==> config.mk <==
export PLATFORM = sky130hd
export DESIGN_NAME = spc_cell
export DESIGN_NICKNAME = d
export VERILOG_FILES = /design/src/sv/spc_pkg.sv /design/src/sv/spc_cell.sv
export SDC_FILE = /design/constraint.sdc
export NUM_CORES = 1
export LEC_CHECK = 0
export ABC_AREA = 1
export BUFFER_PORTS_ARGS = -buffer_cell sky130_fd_sc_hd__buf_2
export CORE_ASPECT_RATIO = 0.8
export CORE_MARGIN = 5
export CORE_UTILIZATION = 45
export DETAILED_ROUTE_END_ITERATION = 6
export GPL_TIMING_DRIVEN = 0
export PLACE_DENSITY = 0.81
export SLEW_MARGIN = 20
export SYNTH_ARGS = -nofsm -noshare
export SYNTH_HDL_FRONTEND = slang
export SYNTH_SLANG_ARGS = --single-unit
==> constraint.sdc <==
create_clock -name clk -period 1 [get_ports clk]
set_input_delay 0.05 -clock clk [delete_from_list [all_inputs] [get_ports clk]]
set_output_delay 0.05 -clock clk [all_outputs]
set_load 0.02 [all_outputs]
==> src/sv/spc_pkg.sv <==
// ----------------------------------------------------------------------------
// spc_pkg
// shared constants and types of the sliding pearson correlator
// ----------------------------------------------------------------------------
package spc_pkg;

    localparam int WINDOW_LEN  = 64;
    localparam int SAMPLE_BITS = 16;

    localparam int EFF_BITS = (SAMPLE_BITS < 16) ? SAMPLE_BITS : 16;
    localparam int LOGN     = (WINDOW_LEN > 1) ? $clog2(WINDOW_LEN) : 1;
    localparam int SW       = EFF_BITS + LOGN + 1;
    localparam int PW       = 2 * EFF_BITS + LOGN + 1;
    localparam int VW       = 2 * EFF_BITS + 2 * LOGN + 1;
    localparam int HW       = (VW + 1) / 2;
    localparam int QW       = 33;
    localparam int RW       = 2 * VW + QW - 1;
    localparam int OW       = QW + 1;
    localparam int FCW      = $clog2(WINDOW_LEN + 1);
    localparam int CNTW     = (LOGN > $clog2(OW)) ? LOGN : $clog2(OW);

    typedef logic signed [EFF_BITS-1:0] smp_t;

    typedef struct packed {
        logic push;
        logic rot;
    } cell_ctrl_t;

    typedef struct packed {
        logic rot;
        logic done;
    } math_stat_t;

endpackage

==> src/sv/spc_cell.sv <==
// ----------------------------------------------------------------------------
// spc_cell
// one window and one template sample, shifted or rotated per enabled cycle
// ----------------------------------------------------------------------------
module spc_cell (
    input  logic               clk,
    input  logic               rst_n,
    input  spc_pkg::cell_ctrl_t ctrl,
    input  logic               load_y,
    input  spc_pkg::smp_t      load_val,
    input  spc_pkg::smp_t      x_in,
    input  spc_pkg::smp_t      y_in,
    output spc_pkg::smp_t      x_out,
    output spc_pkg::smp_t      y_out
);
    import spc_pkg::*;

    smp_t x_reg;
    smp_t y_reg;

    always_ff @(posedge clk or negedge rst_n)
    begin
        if (!rst_n)
        begin
            x_reg <= '0;
        end
        else if (ctrl.push || ctrl.rot)
        begin
            x_reg <= x_in;
        end
    end

    always_ff @(posedge clk)
    begin
        if (ctrl.rot)
        begin
            y_reg <= y_in;
        end
        else if (load_y)
        begin
            y_reg <= load_val;
        end
    end

    assign x_out = x_reg;
    assign y_out = y_reg;

endmodule

== Yosys cells after proc, flatten, opt, wreduce, memory -nomap -nowiden ==
Cells that the tools add are included.

* Register bits after elaboration: 32
* Input bits: 53
* Output and inout port bits: 32

* Multiplexer cells: 2
* Reduce and logical (&&, ||, !) cells: 2

{| class="wikitable"
|+ Operators by type and width
! cell !! number
|-
| $mux 16 || 2
|-
| $reduce_bool 2->1 || 1
|-
| $logic_or 1x1->1 || 1
|}

== Depth between registers and ports, before layout ==
* Depth in word-level cells: 2
* Depth in mapped cells: 5
* Mapped depth without buffers: 3

== Worst setup path before layout ==
No wires, ideal clock.

* Path type: input to register
* Start point: input port ctrl[0] in the netlist's numbering
* End point: register y_reg[0] (netlist: y_out[0]) (enable)
* Setup time: 291 ps
* Data arrival time: 582 ps
* Required time: 709 ps
* Path slack: 127 ps
* Stages on the path: 2
* Buffers on the path: 1
* Cells stage by stage: buf_6 > or2_2

* Longest elaborated chain between the ends: 1

{| class="wikitable"
|+ Ends and longest elaborated chain
! item !! line !! text
|-
| start, declared || spc_cell.sv:8 || <nowiki>input spc_pkg::cell_ctrl_t ctrl,</nowiki>
|-
| $reduce_bool 2->1 (no line) || -- ||
|-
| end signal, assigned || spc_cell.sv:37 || <nowiki>y_reg <= y_in;</nowiki>
|-
| end signal, assigned || spc_cell.sv:41 || <nowiki>y_reg <= load_val;</nowiki>
|-
| end, declared || spc_cell.sv:19 || <nowiki>smp_t y_reg;</nowiki>
|}

No other way between the ends.
A chain may end at the register's enable or synchronous reset.

== Final worst setup path ==
* Start point: register x_reg[10] (netlist: x_out[10])
* End point: output port x_out[10]

{| class="wikitable"
|+ RTL lines
! item !! line !! text
|-
| start, declared || spc_cell.sv:18 || <nowiki>smp_t x_reg;</nowiki>
|-
| start signal, assigned || spc_cell.sv:29 || <nowiki>x_reg <= x_in;</nowiki>
|-
| end, declared || spc_cell.sv:13 || <nowiki>output spc_pkg::smp_t x_out,</nowiki>
|}

No word-level cell between the ends.

==> reports/qor.txt <==
Yosys warns: 0
Hold Path Class: in2reg
Register area share after synthesis: 0.661
Max incr delay on CP: 0.39 ns
Hold_sp: x_in[15]
Power Dens Cells: 1580 nW/um^2
Crit path time final: 0.878 ns
Post-route cell area: 1950 sq um
CTS tree: done
Synth-to-Final Area Change: 46.1%
Max-Cap Viols: 0
Final Setup Violations: 0
Placed cells: 259
WHS Endpoint: x_out[15]
Slew Limit Headroom: 0.755
Final std cells w/o fill: 274
Syn nets: 191
Max VDD drop: 920 uV
Via Count: 1,244
Seq cells post-synth: 32
Worst slew pin tran: 0.367 ns
Initial DRC Count: 87
Setup crit start: x_out[10]
Largest net degree at the start of global routing: 17
Largest fanout on the critical path: 2
R2R depth: 2
Port bufs: 83
Critical Path RT: 0.95 ns
Final Hold Fails: 0
Antenna viol nets, final: 0
R2r setup slk: 0.36 ns
Crit start category: flop
CP top delay family: flip-flops
Tcrit/Tclk final: 0.878
CP Buf/Inv Count: 1
Die Y: 58.7 um
Syn_area_per_cell: 9.66 sq um
Core outline area: 2810 sq um
Worst reg2reg path startpoint: x_out[5]
Number of global-route vias before repair: 1,206
CTS HTree Levels: 2
Reg-to-reg endpoint: x_out[5]
FILL cells: 233
DIE WIDTH: 70.8 um
Root buf cell: clkbuf_8
CTS clk-pin slew, worst paths: 0.06 ns
CTS Buf Count: 5
Post-Syn Instances: 138
Grt total ovfl: 0
Syn Std Cell Area: 1330 sq um
Clock latency on the worst-skew pair: 0.27 ns
RSZ-0062 raised after global routing: false
Critical path endpoint category: output pin
Initial Utilization: 0.475
Post-DP HPWL: 2620 um
Status: complete, no violations
Antenna cells: 0
Hold depth: 3
Max Freq: 1.14 GHz
Placer congestion estimate: 0.789
Drt total wl: 3470 um
DIE AREA: 4160 sq um
DRC Markers: 0
Initial antenna violation count: 0
Leakage: 1.05 nW
DR pass1 iterations: 4
# rows: 17
TritonCTS sink count: 32
Setup TNS: 0 ns
Post_cts resized: 0
WS Path Type: reg2out
First-pass GRT wire length: 5520 um
Slew Limit Fails: 0
Crit path DAT: 0.83 ns
I/O pins: 85
Number of nets in the layout: 288
Slowest CP cell: dfrtp_1
Placement Cell Area: 1800 sq um
Routed vias/inst: 4.54
Multi-input logic area: 398 sq um
Unique masters post-synth: 11
WL/cell: 12.7 um
Fraction of layout cells with a size suffix above 1: 0.419
FF/Latch Area: 881 sq um
Crit-path cells: buf_2
Fin Clk Skew: 0 ns
Gr usage total: 0.172
Max clock buf depth: 2
==> per-layer routing <==
layer / GRT usage / vias up / routed length, um
met1: 0.208 / 562 / 1350
li1: - / 635 / -
met5: 0 / - / 0
met2: 0.297 / 41 / 1840
met3: 0.0358 / 6 / 219
met4: 0.0777 / 0 / 62
==> cells in the mapped netlist <==
library cell  number  share of area
dfrtp_1           16           0.30
clkbuf_2           1         0.0038
inv_2              1         0.0028
or2_2              1         0.0047
buf_6              2          0.017
buf_2              3          0.011
edfxtp_1          16           0.36
nand2_1           80           0.23
buf_4              1         0.0056
o21ai_0           16          0.060
nor2_4             1         0.0085
==> how the worst max path moves through the flow <==
stage | to | slack (ns) | cells after the start
floorplan | y_out[0] | 0.13 | 2
global placement | y_out[0] | 0.06 | 2
detailed placement | y_out[13] | 0.06 | 2
CTS | x_out[10] | 0.12 | 1
global route | y_out[15] | 0.10 | 1
finish | x_out[10] | 0.12 | 1
==> cells in the final DEF, fill, tap and decap left out <==
| cell | instances |
|---|---|
| buf_2 | 86 |
| nand2_1 | 80 |
| o21ai_0 | 16 |
| dfrtp_1 | 16 |
| edfxtp_1 | 16 |
| dlygate4sd3_1 | 7 |
| clkbuf_8 | 5 |
| buf_6 | 2 |
| clkbuf_1 | 2 |
| inv_2 | 1 |
| buf_4 | 1 |
| or2_2 | 1 |
| nor2_4 | 1 |
| clkbuf_2 | 1 |
| clkinv_2 | 1 |
==> power by group <==
group | switching, mW | internal, mW
clock network | 0.419 | 0.487
logic | 0.375 | 0.235
registers | 0.0421 | 1.53
==> metrics by stage <==
step                setup slack [ns]  hold WS [ns]  power (mW)   util
finish                         0.122       0.00757        3.08  0.693
global placement              0.0570       -0.0240        2.17  0.639
floorplan                      0.127        -0.246        1.91      -
global route                   0.102        0.0251        3.24  0.693
detailed placement            0.0629       -0.0231        2.19  0.639
CTS                            0.116      0.000271        3.12  0.693
==> state kept, by name, summed over array words and instances, names as in the netlist <==
signal / count
y_out: 16
x_out: 16
==> cell type report <==
cell class / instances / share of cell area
Inverter: 1 / 0.00193
Clock inverter: 1 / 0.00257
Buffer: 7 / 0.0257
Sequential cell: 32 / 0.452
Multi-Input combinational cell: 98 / 0.204
Timing Repair Buffer: 90 / 0.249
Tap cell: 38 / 0.0244
Clock buffer: 7 / 0.0392
==> timing repair <==
item                                    CTS  global route
endpoints found under the setup margin    0             0
setup buffers                             0             0
hold buffers                              7             0
endpoints found under the hold margin    22             0
==> cells by family after synthesis <==
group	synth area share
simple gates	0.239
compound gates	0.0601
buf+inv	0.0404
flops	0.661
No activity file was read; power rests on OpenSTA's default activity.
